`src/design/bah_pkg.sv`:
```
// ----------------------------------------------------------------------------
// bah_pkg: shared definitions for the block average hold core
// Register map, field widths, reset values, sequencer states and the
// status bundle of the shared divider.
// ----------------------------------------------------------------------------
`default_nettype none

package bah_pkg;

  localparam int BLEN_W          = 7;
  localparam int SEQ_W           = 16;
  localparam int VALUE_W         = 16;
  localparam int CFG_DATA_W      = 32;
  localparam int CFG_ADDR_W      = 3;
  localparam int MAX_BLOCK_DEF   = 64;
  localparam int SAMPLE_BITS_DEF = 16;

  localparam logic [BLEN_W-1:0] BLEN_RST = 7'd2;
  localparam logic [SEQ_W-1:0]  SEQ_RST  = 16'd1024;

  typedef enum logic [0:0] {
    REG_BLOCK_LEN = 1'b0,
    REG_SEQ_LEN   = 1'b1
  } reg_idx_t;

  typedef enum logic [1:0] {
    ST_IDLE,
    ST_DIV,
    ST_BURST
  } state_t;

  typedef struct packed {
    logic busy;
    logic done;
  } div_stat_t;

endpackage

`default_nettype wire

```
`src/design/bah_div.sv`:
```
// ----------------------------------------------------------------------------
// bah_div: restoring divider, one quotient bit per cycle
// Takes a start pulse with dividend and divisor, runs one step per quotient
// bit and pulses done with the quotient held until the next start.
// ----------------------------------------------------------------------------
`default_nettype none

module bah_div
  import bah_pkg::*;
#(
  parameter int NW = 24,
  parameter int DW = 8
) (
  input  wire logic          clk,
  input  wire logic          rst_n,
  input  wire logic          start,
  input  wire logic [NW-1:0] dividend,
  input  wire logic [DW-1:0] divisor,
  output div_stat_t          stat,
  output logic      [NW-1:0] quotient
);

  localparam int CW = (NW > 1) ? $clog2(NW) : 1;

  logic [NW-1:0] quo_r;
  logic [DW-1:0] rem_r;
  logic [DW-1:0] dvs_r;
  logic [CW-1:0] cnt_r;
  logic          busy_r;
  logic          done_r;

  logic [DW:0]   shifted;
  logic [DW+1:0] trial;
  logic          borrow;

  assign shifted = {rem_r, quo_r[NW-1]};
  assign trial   = {1'b0, shifted} - {2'b00, dvs_r};
  assign borrow  = trial[DW+1];

  always_ff @(posedge clk) begin
    if (!rst_n) begin
      busy_r <= 1'b0;
      done_r <= 1'b0;
      cnt_r  <= '0;
    end else begin
      done_r <= 1'b0;
      if (start) begin
        busy_r <= 1'b1;
        cnt_r  <= CW'(NW - 1);
      end else if (busy_r) begin
        if (cnt_r == '0) begin
          busy_r <= 1'b0;
          done_r <= 1'b1;
        end else begin
          cnt_r <= cnt_r - CW'(1);
        end
      end
    end
  end

  always_ff @(posedge clk) begin
    if (start) begin
      quo_r <= dividend;
      rem_r <= '0;
      dvs_r <= divisor;
    end else if (busy_r) begin
      quo_r <= {quo_r[NW-2:0], ~borrow};
      rem_r <= borrow ? shifted[DW-1:0] : trial[DW-1:0];
    end
  end

  assign stat.busy = busy_r;
  assign stat.done = done_r;
  assign quotient  = quo_r;

endmodule

`default_nettype wire

```
`src/design/block_average_hold_core.sv`:
```
// ----------------------------------------------------------------------------
// block_average_hold_core: block mean, sample and hold
// Splits each sequence into blocks, emits the rounded block mean once per
// sample of a full block; tail samples, and all while disabled, pass raw.
// ----------------------------------------------------------------------------
// A sample that passes through raw, or that only adds to the running block
// sum, is taken at once, so such samples stream at one per cycle while the
// output side keeps up. The sample that completes a block starts the
// restoring divider; the input is not ready while the divider runs and
// hands over its quotient, nor while the held mean goes out as block_len
// results. Raw results carry tuser = 0, means carry tuser = 1, and tlast
// marks the final result caused by one sample.
`default_nettype none

module block_average_hold_core
  import bah_pkg::*;
#(
  parameter int MAX_BLOCK   = MAX_BLOCK_DEF,
  parameter int SAMPLE_BITS = SAMPLE_BITS_DEF
) (
  input  wire logic                                 clk,
  input  wire logic                                 rst_n,
  input  wire logic                                 in_tvalid,
  output logic                                      in_tready,
  input  wire logic [((SAMPLE_BITS+7)/8)*8-1:0]     in_tdata,   // sample
  output logic                                      out_tvalid,
  input  wire logic                                 out_tready,
  output logic      [VALUE_W-1:0]                   out_tdata,  // value
  output logic      [0:0]                           out_tuser,  // averaged
  output logic                                      out_tlast,
  input  wire logic                                 cfg_psel,
  input  wire logic                                 cfg_penable,
  input  wire logic                                 cfg_pwrite,
  input  wire logic [CFG_ADDR_W-1:0]                cfg_paddr,
  input  wire logic [CFG_DATA_W-1:0]                cfg_pwdata,
  output logic      [CFG_DATA_W-1:0]                cfg_prdata,
  output logic                                      cfg_pready
);

  localparam int SUM_W = SAMPLE_BITS + $clog2(MAX_BLOCK) + 1;
  localparam int NW    = SUM_W + 1;
  localparam int DW    = BLEN_W + 1;
  localparam int LEN_W = SEQ_W + 1;

  logic [BLEN_W-1:0]  blen_r;
  logic [SEQ_W-1:0]   slen_r;
  logic [SUM_W-1:0]   sum_r, sum_nxt;
  logic [BLEN_W-1:0]  pos_r, pos_nxt;
  logic [SEQ_W-1:0]   idx_r, idx_nxt;
  state_t             state_r, state_nxt;
  logic               neg_r;
  logic [VALUE_W-1:0] mean_r;
  logic [BLEN_W-1:0]  bcnt_r;
  logic               out_valid_r;
  logic [VALUE_W-1:0] out_value_r;
  logic               out_avg_r;
  logic               out_last_r;

  logic                   cfg_wr;
  reg_idx_t               cfg_idx;
  logic [LEN_W-1:0]       len;
  logic                   enabled;
  logic                   in_avg;
  logic                   blk_done;
  logic                   out_free;
  logic                   in_acc;
  logic                   raw_load;
  logic                   burst_load;
  logic                   burst_last;
  logic                   div_start;
  logic [SAMPLE_BITS-1:0] sample;
  logic [SUM_W-1:0]       x_ext;
  logic [SUM_W-1:0]       sum_add;
  logic [SUM_W-1:0]       mag;
  logic [NW-1:0]          dividend;
  logic [DW-1:0]          divisor;
  logic [NW-1:0]          quotient;
  logic [NW-1:0]          mean_full;
  logic [SAMPLE_BITS-1:0] mean_sb;
  logic [LEN_W-1:0]       idx_inc;
  div_stat_t              div_stat;

  assign cfg_wr     = cfg_psel && cfg_penable && cfg_pwrite && cfg_pready;
  assign cfg_idx    = reg_idx_t'(cfg_paddr[2]);
  assign cfg_pready = 1'b1;

  always_comb begin
    case (cfg_idx)
      REG_BLOCK_LEN: cfg_prdata = CFG_DATA_W'(blen_r);
      REG_SEQ_LEN:   cfg_prdata = CFG_DATA_W'(slen_r);
      default:       cfg_prdata = '0;
    endcase
  end

  assign len      = (slen_r == '0) ? {1'b1, {SEQ_W{1'b0}}} : {1'b0, slen_r};
  assign enabled  = (blen_r != '0) && (LEN_W'({blen_r, 1'b0}) <= len)
                    && (int'(blen_r) <= MAX_BLOCK);
  assign in_avg   = enabled
                    && ((pos_r != '0) || ({1'b0, idx_r} + LEN_W'(blen_r) <= len));
  assign blk_done = in_avg && (BLEN_W'(pos_r + BLEN_W'(1)) == blen_r);
  assign out_free = !out_valid_r || out_tready;

  assign sample  = in_tdata[SAMPLE_BITS-1:0];
  assign x_ext   = {{(SUM_W-SAMPLE_BITS){sample[SAMPLE_BITS-1]}}, sample};
  assign sum_add = sum_r + x_ext;
  assign mag     = sum_add[SUM_W-1] ? (~sum_add + SUM_W'(1)) : sum_add;
  assign dividend = {mag, 1'b0} + NW'(blen_r);
  assign divisor  = {blen_r, 1'b0};

  assign burst_last = (bcnt_r == BLEN_W'(blen_r - BLEN_W'(1)));

  always_comb begin
    state_nxt = state_r;
    case (state_r)
      ST_IDLE:  if (in_acc && blk_done) state_nxt = ST_DIV;
      ST_DIV:   if (div_stat.done) state_nxt = ST_BURST;
      ST_BURST: if (out_free && burst_last) state_nxt = ST_IDLE;
      default:  state_nxt = ST_IDLE;
    endcase
  end

  always_comb begin
    in_tready  = 1'b0;
    burst_load = 1'b0;
    case (state_r)
      ST_IDLE:  in_tready  = in_avg || out_free;
      ST_DIV:   in_tready  = 1'b0;
      ST_BURST: burst_load = out_free;
      default:  in_tready  = 1'b0;
    endcase
  end

  assign in_acc    = in_tvalid && in_tready;
  assign raw_load  = in_acc && !in_avg;
  assign div_start = in_acc && blk_done;

  bah_div #(
    .NW(NW),
    .DW(DW)
  ) u_div (
    .clk      (clk),
    .rst_n    (rst_n),
    .start    (div_start),
    .dividend (dividend),
    .divisor  (divisor),
    .stat     (div_stat),
    .quotient (quotient)
  );

  assign mean_full = neg_r ? (~quotient + NW'(1)) : quotient;
  assign mean_sb   = mean_full[SAMPLE_BITS-1:0];
  assign idx_inc   = {1'b0, idx_r} + LEN_W'(1);

  always_comb begin
    sum_nxt = sum_r;
    pos_nxt = pos_r;
    idx_nxt = idx_r;
    if (cfg_wr) begin
      sum_nxt = '0;
      pos_nxt = '0;
      idx_nxt = '0;
    end else if (in_acc) begin
      if (in_avg) begin
        if (blk_done) begin
          sum_nxt = '0;
          pos_nxt = '0;
        end else begin
          sum_nxt = sum_add;
          pos_nxt = pos_r + BLEN_W'(1);
        end
      end
      if (idx_inc >= len) begin
        sum_nxt = '0;
        pos_nxt = '0;
        idx_nxt = '0;
      end else begin
        idx_nxt = idx_inc[SEQ_W-1:0];
      end
    end
  end

  always_ff @(posedge clk) begin
    if (!rst_n) begin
      blen_r      <= BLEN_RST;
      slen_r      <= SEQ_RST;
      sum_r       <= '0;
      pos_r       <= '0;
      idx_r       <= '0;
      state_r     <= ST_IDLE;
      bcnt_r      <= '0;
      out_valid_r <= 1'b0;
    end else begin
      if (cfg_wr) begin
        case (cfg_idx)
          REG_BLOCK_LEN: blen_r <= cfg_pwdata[BLEN_W-1:0];
          REG_SEQ_LEN:   slen_r <= cfg_pwdata[SEQ_W-1:0];
          default:       blen_r <= blen_r;
        endcase
      end
      sum_r   <= sum_nxt;
      pos_r   <= pos_nxt;
      idx_r   <= idx_nxt;
      state_r <= state_nxt;
      if (div_stat.done) begin
        bcnt_r <= '0;
      end else if (burst_load) begin
        bcnt_r <= bcnt_r + BLEN_W'(1);
      end
      if (raw_load || burst_load) begin
        out_valid_r <= 1'b1;
      end else if (out_tready) begin
        out_valid_r <= 1'b0;
      end
    end
  end

  always_ff @(posedge clk) begin
    if (div_start) begin
      neg_r <= sum_add[SUM_W-1];
    end
    if (div_stat.done) begin
      mean_r <= VALUE_W'(mean_sb);
    end
    if (raw_load) begin
      out_value_r <= VALUE_W'(sample);
      out_avg_r   <= 1'b0;
      out_last_r  <= 1'b1;
    end else if (burst_load) begin
      out_value_r <= mean_r;
      out_avg_r   <= 1'b1;
      out_last_r  <= burst_last;
    end
  end

  assign out_tvalid   = out_valid_r;
  assign out_tdata    = out_value_r;
  assign out_tuser[0] = out_avg_r;
  assign out_tlast    = out_last_r;

endmodule

`default_nettype wire

```
`config.mk`:
```
export PLATFORM = sky130hd
export DESIGN_NAME = block_average_hold_core
export DESIGN_NICKNAME = d
export VERILOG_FILES = /design/src/design/bah_pkg.sv /design/src/design/bah_div.sv /design/src/design/block_average_hold_core.sv
export SDC_FILE = /design/constraint.sdc
export NUM_CORES = 1
export LEC_CHECK = 0
export ABC_AREA = 1
export BUFFER_PORTS_ARGS = -buffer_cell sky130_fd_sc_hd__buf_2
export CAP_MARGIN = 20
export CORE_UTILIZATION = 61
export DETAILED_ROUTE_END_ITERATION = 7
export PLACE_DENSITY = 0.82
export SYNTH_ARGS = -nofsm -noshare
export SYNTH_HDL_FRONTEND = slang
export SYNTH_SLANG_ARGS = --single-unit
```
`constraint.sdc`:
```
create_clock -name clk -period 7.6 [get_ports clk]
set_input_delay 1.9 -clock clk [delete_from_list [all_inputs] [get_ports clk]]
set_output_delay 1.9 -clock clk [all_outputs]
set_load 0.03 [all_outputs]
```
Yosys cells after proc, flatten, opt, wreduce, memory -nomap -nowiden
Index checks and enable logic that the tools add are counted.

Shifts and indexed selects: 0. Bitwise logic cells: 7. Multipliers: 0. Reduce and logical (&&, ||, !) cells: 35. Div/mod/pow operators: 0. Add/sub/neg operators: 11. Magnitude comparators: 4. Equal/unequal tests: 8. Multiplexer cells: 31.

Operators with widths (number): $mux 23 (4); $mux 16 (4); $pmux 32 s2 (1); $mux 24 (2); $add 24x7->24 (1); $add 23x1->23 const B (1); $add 23x23->23 (1); $not 23->23 (1); $mux 7 (3); $add 16x1->17 const B (1); $add 16x7->17 (1); $ge 17x17->1 (1); $le 17x17->1 (1); $le 8x17->1 (1); $mux 17 (1); $add 16x1->16 const B (1); $logic_not 16->1 (1); $not 16->16 (1); $mux 5 (3); $add 7x1->7 const B (2); $eq 7x7->1 (2); $reduce_bool 7->1 (2); $logic_and 1x1->1 (10); $reduce_and 2->1 (5); other kinds (21) (45).

Memories kept: 0. Memory bits (read-only): 0. Memory bits (writable): 0. Bits in registers: 160. Output and inout bits: 53. Latch bits: 0. Word-level logic and storage cells: 116.

Depth between registers and ports, before layout
Gate-level depths: netlist (run 1).

Depth in word-level cells: 12. Depth in mapped cells: 34. Gate-level depth less buffers: 33.

Hierarchy
From an unflattened synthesis (run 1), not the netlist that was laid out.

Cell total of the unflattened synthesis: 1840. Area total of the unflattened synthesis: 12604.6 um^2.

By module, submodules not included: block_average_hold_core (times used 1, seq. area each 2612.5 um^2, area each 10216.0 um^2, cells an instance 1557); bah_div (times used 1, seq. area each 1261.2 um^2, area each 2388.5 um^2, cells an instance 283).

Worst setup path before layout (run 1)
OpenSTA, ideal clock, no wires.

Kind: reg2out. Start point: reg blen_r[0]. End point: out in_tready. Arrival: 3.910 ns. Slack: 1.790 ns. Buffers on the path: 2. Cell stages (with the launch flop): 22. Cell sequence: dfxtp_1 -> ha_1 -> inv_1 -> fa_1 -> o21ai_0 -> a21oi_1 -> o21bai_1 -> nand2_1 -> a21oi_1 -> nand2_1 -> nor2_1 -> nand2_1 -> xor2_1 -> ha_1 -> nand4_1 -> nor3b_1 -> a21oi_1 -> a21oi_1 -> o21ai_0 -> a21boi_1 -> buf_2 -> buf_2.

Cells in the longest elaborated chain, start to end: 6. Elaborated cells between the ends (all ways): 11.

RTL lines: from (decl) (RTL line block_average_hold_core.sv:45) `logic [BLEN_W-1:0] blen_r;`; from (signal assigned) (RTL line block_average_hold_core.sv:195) `REG_BLOCK_LEN: blen_r <= cfg_pwdata[BLEN_W-1:0];`; from (signal assigned) (RTL line block_average_hold_core.sv:197) `default: blen_r <= blen_r;`; $add 16x7->17 (tied with other cells) (RTL line block_average_hold_core.sv:99) `&& ((pos_r != '0) || ({1'b0, idx_r} + LEN_W'(blen_r) <= len));`; $le 17x17->1 / $logic_and 1x1->1 (equally long branches) (RTL line block_average_hold_core.sv:99, block_average_hold_core.sv:96); $logic_or 1x1->1 / $logic_and 1x1->1 (equally long branches) (RTL line block_average_hold_core.sv:99, block_average_hold_core.sv:97); $logic_and 1x1->1 (*) (RTL line block_average_hold_core.sv:99); $logic_or 1x1->1 (*) (RTL line block_average_hold_core.sv:126) `ST_IDLE: in_tready = in_avg || out_free;`; $mux 1 (*) (RTL line block_average_hold_core.sv:125) `case (state_r)`; to (decl) (RTL line block_average_hold_core.sv:24) `output logic in_tready,`.

Mark *: on every way between the ends. The rest lies on a longest branch, timed or not.

Final worst setup path (run 1)
Start point: reg blen_r[1]. End point: out in_tready.

The elaborated chain is that of the path after synthesis.

==> results.toml, run 1 <==
[yosys]
synth_top_flop_cell = "dfxtp_1"
yosys.area.top_type = "dfxtp_1"
yosys-top-cells-area = "dfxtp_1 (16%), edfxtp_1 (16%), nand2_1 (14%)"
synth_top_family_by_area = "simple AND/OR/NAND/NOR gates"
ys_ff_latch = 160
synth-edff-count = 64
ys_seq_area_frac = 0.319
synth-compound-area-share = 0.116
yosysWarnings = 0
synth_common_cells = "nand2_1 (444), inv_1 (241), nor2_1 (139), a21oi_1 (129), nand3_1 (107)"
postSynth.asyncResetShare = 0
muxShareOfSynthArea = 0
yosys.area_share.simple = 0.295
syn_area_um2 = 12100
syn_area_per_cell_um2 = 6.97
synth_cells = 1731
yosys.cell_types.count = 53
synthXorXnorAreaFrac = 0.0625
yosysTopAreaCellShare = 0.159
synth_fa_ha_area_frac = 0.103
yosysMostFrequentCell = "nand2_1"

[layout]
final_area_um2 = 13100
syn2layout_area_growth_pct = 8.99
drive_gt1_frac = 0.0901
finalNetCount = 1941
antennaDiodeCount = 0
nFillCells = 1690

[route]
num_vias = 11477
wl_per_cell_um = 14.9
drtAntennaViolNets = 0
drt_iter0_drc = 942
drc = 0
viasPerCell = 5.56
drt_wl_total_mm = 30.7
firstDrtPassIters = 5

[timing]
skew_ps = 10.9
hold_viol = 0
rsz0062_at_grt = "no"
finalCritPeriodShare = 0.930
fmax_ghz = 0.141
finalSetupViolations = 0
finalCriticalPeriod_ps = 7070
fin_tns_setup_ps = 0
worst_pin_slew_ps = 1080
hold_slack_ps = 473
drv_slew = 0
relSlewSlack = 0.278

[power]
leakage_nw = 6.44
p_sw_frac = 0.388
switchingPower_mw = 1.09
clkPwrFrac = 0.301
power_per_cell_area_nw_per_um2 = 214
vdd_drop_max_mv = 0.197
power.internal_mw = 1.72
pwr-share-comb = 0.345
power_frac_seq = 0.355

[cts]
numCtsBuffers = 17
clkTransAtPathRegs_ps = 70
post-cts-setup-buffer-count = 0
cts_hold_buf = 0
htreeDepth = 4
cts_sinks = 160
clockRootBuffer = "clkbuf_16"
insertion_delay_ps = 440
cts_tree = "built"
post_cts_resize_count = 0
clockBufferDepth = 2

[placed_design]
place_hpwl_mm = 23.0
portBuffers = 75
placed_cell_area_um2 = 12500
gp_congestion = 0.964

[floorplan]
row_count = 51
die_h_um = 143
die-area_um2 = 20300
pin_count = 111
coreArea_um2 = 19400
die_w_um = 143
start_util = 0.622

[grt]
grt_pass1_wl_mm = 49.2
use_met3 = 0.0451
grt_usage = 0.309
grt_max_degree = 32
use_met2 = 0.535
overflow = 0
antenna_found_initial = 0
top_usage_layer = "met2"
first_global_vias = 10518
use_met1 = 0.376

[setup_path]
cp_data_arrival_time_ps = 5170
worstSetupEndpointType = "output pin"
worstSetupPathType = "flip-flop to output pin"
crit_required_ps = 5700
start_kind = "flip-flop"
critPathMaxFanout = 8

[run]
max_cap_violations = 0

[worst_hold_path]
hold_path_class = "flip-flop to flip-flop"

[outcome]
status = "completed"
[registers in the layout (all words and copies together) (netlist names)]
name            flops
state_r             2
out_tuser           1
u_div.busy_r        1
u_div.quotient     24
pos_r               7
sum_r              23
out_tlast           1
mean_r             16
bcnt_r              7
slen_r             16
u_div.dvs_r         7
idx_r              16
u_div.done_r        1
blen_r              7
out_tdata          16
neg_r               1
u_div.cnt_r         5
u_div.rem_r         8
out_tvalid          1
[stage by stage]
step,power (mW),std cells,util,setup slack (ps)
6_report,2.81,2064,0.677,531
5_1_grt,2.97,2064,0.677,233
4_1_cts,2.80,2063,0.676,563
3_5_place_dp,1.95,2031,0.646,1010
3_3_place_gp,1.92,2031,0.646,1150
2_1_floorplan,1.75,1746,-,1790
[metal layers]
layer | wire length, um | vias to the layer above
met3 | 1940 | 91
li1 | - | 5716
met2 | 14700 | 427
met1 | 13000 | 5243
met5 | 0 | -
met4 | 1100 | 0
[cell families after synthesis]
family	Yosys count
and+or+nand+nor	815
AOI/OAI and AO/OA	264
adders and majority gates	97
xor gates and xnor gates	86
DFF	160
buffers and inverters	307
other	2
[power groups by stage]
stage          sequential [mW]  combinational [mW]  clock, mW
2_1_floorplan             1.01               0.745          0
3_3_place_gp              1.01               0.915          0
3_5_place_dp              1.01               0.942          0
4_1_cts                  0.994               0.954      0.848
5_1_grt                   1.00                1.09      0.880
6_report                 0.995               0.967      0.845
[worst paths after layout]
kind | start | end | slack (ps) | cells after the start
max | blen_r[1] | in_tready | 530 | 19
min reg2reg | u_div.rem_r[7] | u_div.rem_r[7] | 470 | 2
min | u_div.rem_r[7] | u_div.rem_r[7] | 470 | 2
max reg2reg | blen_r[1] | u_div.dvs_r[6] | 920 | 22
[cell usage in the layout (no fill, tap or decap), drive strengths merged, types with 4 or more instances in the layout]
cell	n
inv	254
fa	4
nor3b	4
or2	4
nor4	7
nor2	155
edfxtp	64
nor3	26
a21oi	130
ha	93
xnor2	17
nand3b	8
clkbuf	19
nand3	110
buf	82
o31ai	4
a31oi	5
xor2	69
conb	17
dfxtp	96
nand2	463
o21ai	107
clkinv	5
nand4	34
[cell type report]
type / count / area [um2] / share of cell area
Sequential cell: 160 / 3840 / 0.293
Multi-Input combinational cell: 1279 / 7010 / 0.534
Clock buffer: 19 / 454 / 0.0346
Timing Repair Buffer: 82 / 448 / 0.0341
Tap cell: 265 / 332 / 0.0252
Clock inverter: 13 / 118 / 0.00895
Inverter: 246 / 931 / 0.0708
[worst max-delay path, stage by stage (launching register included)]
cell and delay (ps):
dfxtp_1 480, inv_1 230, fa_1 480, o21ai_0 310, a21oi_1 120, o21bai_1 220
nand2_1 70, a21oi_1 210, nand2_1 120, nor2_1 170, nand2_1 110, xor2_1 160
ha_1 290, nand4_1 180, nor3b_1 300, a21oi_1 110, a21oi_1 160, o21ai_0 230
a21boi_1 470, buf_2 290
Note: power is estimated with default switching activity, not from simulation.
==> inputs of run 2 (changes only) <==
CELL_PAD_IN_SITES_DETAIL_PLACEMENT = 0   (was not set)
CELL_PAD_IN_SITES_GLOBAL_PLACEMENT = 2   (was not set)
CORE_UTILIZATION = 37   (was 61)
PLACE_DENSITY = not set   (was 0.82)
PLACE_DENSITY_LB_ADDON = 0.1   (was not set)
==> results.toml, run 2 (synthesis gave the netlist of run 1 again) <==
[timing]
worst_pin_slew_ps = 892
relSlewSlack = 0.404
finalCritPeriodShare = 0.930
fin_tns_setup_ps = 0
skew_ps = 13.8
hold_slack_ps = 469
hold_viol = 0
fmax_ghz = 0.141
rsz0062_at_grt = "no"
finalSetupViolations = 0
finalCriticalPeriod_ps = 7070
setup_ws_ps = 531
drv_slew = 0

[grt]
antenna_found_initial = 0
first_global_vias = 10545
grt_max_degree = 37
grt_pass1_wl_mm = 57.1
overflow = 0
grt_usage = 0.223

[layout]
drive_gt1_frac = 0.0925
antennaDiodeCount = 0
largest_register_ffs = 24
final_area_um2 = 13300
layout.cells.most_common_list = "nand2_1 (444), inv_1 (241), nor2_1 (139), a21oi_1 (129), nand3_1 (107)"
finalNetCount = 1947
syn2layout_area_growth_pct = 10.5
layout_commonest_cell = "nand2_1"
nFillCells = 3388

[floorplan]
start_util = 0.379
pin_count = 111
die-area_um2 = 33300
row_count = 65
die_h_um = 183
coreArea_um2 = 31800
die_w_um = 183

[route]
firstDrtPassIters = 5
drt_wl_total_mm = 35.5
viasPerCell = 4.89
routed.top_layer = "met4"
drtAntennaViolNets = 0
met2_length_mm = 17.2
drt_iter0_drc = 565
wl_met1_mm = 16.1
num_vias = 10943
wl_met3_mm = 1.03
wl_per_cell_um = 15.8
drc = 0

[cts]
clockBufferDepth = 2
insertion_delay_ps = 450
cts_sinks = 160
cts_tree = "built"
post_cts_resize_count = 0
htreeDepth = 4
post-cts-setup-buffer-count = 0
cts_hold_buf = 0
clockRootBuffer = "clkbuf_16"
numCtsBuffers = 17
clkTransAtPathRegs_ps = 70

[setup_path]
crit_required_ps = 5700
cp_data_arrival_time_ps = 5170
critPathMaxFanout = 6
start_kind = "flip-flop"
worstSetupPathType = "flip-flop to output pin"
worstSetupEndpointType = "output pin"

[worst_hold_path]
hold_path_class = "flip-flop to flip-flop"

[placed_design]
portBuffers = 75
placed_cell_area_um2 = 12800
gp_congestion = 0.822
dpl_worst_slack_ps = 831
place_hpwl_mm = 27.7

[power]
power_per_cell_area_nw_per_um2 = 207
leakage_nw = 6.43
vdd_drop_max_mv = 0.169

[outcome]
status = "completed"

[run]
max_cap_violations = 0
[run 2: cell count changes in the layout (fill, tap and decap cells not counted), sizes merged]
cell      before  now
buf           82   88
clkinv         5    7
clkinvlp       0    3
inv          254  249
[run 2: critical path, cell delays in order, from the launching register on]
cell      delay (ps)
dfxtp_1          540
ha_1             230
inv_1             50
fa_1             400
o21ai_0          330
a21oi_1          120
o21bai_1         240
nand2_1           80
a21oi_1          220
nand2_1          130
nor2_1           180
nand2_1          120
xor2_1           160
ha_1             300
nand4_1          160
nor3b_1          310
a21oi_1          100
a21oi_1          150
o21ai_0          260
a21boi_2         370
buf_2            270
[run 2: layer usage]
metal	GRT usage	up-vias
met5	0	-
met1	0.275	4961
li1	-	5735
met3	0.0261	40
met2	0.394	207
met4	0.0874	0
[run 2: area by class of cell]
class                           instances  area [um2]  area share
Multi-Input combinational cell       1279        7020       0.527
Clock inverter                         13        85.1     0.00638
Timing Repair Buffer                   88         473      0.0355
Clock buffer                           19         433      0.0325
Tap cell                              435         544      0.0408
Inverter                              246         931      0.0698
Sequential cell                       160        3840       0.288
[run 2: path summary, 6_finish.rpt]
path	end	startpoint	slack [ps]	cells past startpoint
setup reg to reg	sum_r[16]	blen_r[0]	1370	26
setup / recovery	in_tready	blen_r[0]	530	20
hold / removal	u_div.rem_r[7]	u_div.rem_r[7]	470	2
hold reg to reg	u_div.rem_r[7]	u_div.rem_r[7]	470	2
[run 2: through the flow]
step                      utilization  std cells  total power, mW
final                           0.419       2240             2.76
after global routing            0.419       2240             2.97
after CTS                       0.419       2240             2.80
after detailed placement        0.403       2208             1.99
after global placement          0.403       2208             1.99
after floorplan                     -       1746             1.75
[run 2: report_power, final]
| part | internal [mW] | leakage (nW) | switching, mW | total (mW) |
|---|---|---|---|---|
| Sequential | 0.953 | 1.36 | 0.0401 | 0.993 |
| Combinational | 0.313 | 4.82 | 0.664 | 0.977 |
| Clock | 0.417 | 0.249 | 0.376 | 0.792 |
| Total | 1.68 | 6.43 | 1.08 | 2.76 |
==> inputs of run 3 (changes only) <==
CAP_MARGIN = 40   (was 20)
SYNTH_HIERARCHICAL = 1   (was not set)
==> results.toml, run 3 <==
[outcome]
status = "completed"

[timing]
finalCritPeriodShare = 0.899
finalCriticalPeriod_ps = 6830
rsz0062_at_grt = "no"
fin_tns_setup_ps = 0
skew_ps = 19.1
finalSetupViolations = 0
drv_slew = 0
worst_pin_slew_ps = 852
fmax_ghz = 0.146
hold_slack_ps = 477
hold_viol = 0
relSlewSlack = 0.431

[cts]
numCtsBuffers = 17
clockBufferDepth = 2
clkTransAtPathRegs_ps = 70
clockRootBuffer = "clkbuf_16"
htreeDepth = 4
insertion_delay_ps = 460
cts_hold_buf = 0
post-cts-setup-buffer-count = 0
post_cts_resize_count = 0
cts_sinks = 161
cts_tree = "built"

[power]
vdd_drop_max_mv = 0.163
power_per_cell_area_nw_per_um2 = 210
leakage_nw = 6.87

[placed_design]
gp_congestion = 0.846
portBuffers = 75
place_hpwl_mm = 28.3

[setup_path]
worstSetupPathType = "flip-flop to output pin"
worstSetupEndpointType = "output pin"
crit_required_ps = 5700
start_kind = "flip-flop"
cp_data_arrival_time_ps = 4930
critPathMaxFanout = 8

[route]
viasPerCell = 4.80
drt_iter0_drc = 481
num_vias = 11331
drt_wl_total_mm = 35.3
drtAntennaViolNets = 0
drc = 0
firstDrtPassIters = 4
wl_per_cell_um = 15.0

[grt]
grt_usage = 0.209
grt_max_degree = 40
grt_pass1_wl_mm = 57.5
antenna_found_initial = 0
overflow = 0
first_global_vias = 11017

[layout]
layout_commonest_cell = "nand2_1"
nFillCells = 3616
largest_register_ffs = 24
antennaDiodeCount = 0
syn2layout_area_growth_pct = 11.0
finalNetCount = 2055
layout.cells.most_common_list = "nand2_1 (520), inv_1 (264), nor2_1 (135), a21oi_1 (118), nand3_1 (102)"
drive_gt1_frac = 0.108

[floorplan]
die_w_um = 187
pin_count = 111
die-area_um2 = 34800
coreArea_um2 = 33500
die_h_um = 187
row_count = 67
start_util = 0.376

[yosys]
yosysWarnings = 6
syn_area_um2 = 12600
syn_area_per_cell_um2 = 6.85
synth_cells = 1839

[run]
max_cap_violations = 0

[worst_hold_path]
hold_path_class = "flip-flop to flip-flop"
-- run 3: final timing paths --
check | endpoint | depth (start not counted) | startpoint | slack (ps)
hold / removal | u_div/rem_r[4] | 2 | u_div/rem_r[4] | 480
hold reg to reg | u_div/rem_r[4] | 2 | u_div/rem_r[4] | 480
setup / recovery | in_tready | 22 | blen_r[0] | 770
setup reg to reg | u_div/quotient[18] | 28 | blen_r[0] | 1830
-- run 3: layout make-up --
class                           count  area (um2)  share of cell area
Clock buffer                       18         439              0.0314
Inverter                          276        1040              0.0741
Tap cell                          448         561              0.0401
Timing Repair Buffer               88         528              0.0378
Clock inverter                     14         143              0.0102
Multi-Input combinational cell   1356        7400               0.529
Sequential cell                   161        3870               0.277
-- run 3: power breakdown --
| group | total, mW | switching [mW] | internal (mW) |
|---|---|---|---|
| Combinational | 1.06 | 0.715 | 0.340 |
| Clock | 0.882 | 0.411 | 0.472 |
| Sequential | 0.992 | 0.0388 | 0.953 |
-- run 3: per-layer routing --
metal  GRT usage  vias to the layer above  share of wire  wire (um)
met5           0                        -              0          0
met4      0.0728                        0          0.023        807
met3      0.0288                       33          0.024        856
met2       0.372                      140           0.49      17200
met1       0.257                     5151           0.47      16500
li1            -                     6007              -          -
-- run 3: stage by stage --
step	power [mW]	instances	cell area [um2]	setup WS [ps]	util
finish	2.93	2361	14000	767	0.417
global route	3.15	2361	14000	423	0.417
CTS	2.97	2361	14000	666	0.417
detailed placement	2.08	2329	13400	1100	0.400
global placement	2.07	2325	13300	1150	0.397
floorplan	1.84	1855	12700	1760	-
-- run 3: critical path, stage by stage (launching register included) --
cell and delay [ps]:
dfxtp_1 320, buf_4 180, ha_1 190, inv_1 50
fa_1 410, o31ai_1 350, nand2_1 90, nand2_1 70
a21oi_1 80, nor2_1 90, o21ai_0 170, or2_2 360
nor3_1 180, xor2_1 240, ha_1 280, a21oi_1 140
o21ai_0 100, nor2_1 190, o21ai_0 160, a21oi_1 190
nand2_1 150, a21boi_2 260, buf_2 240
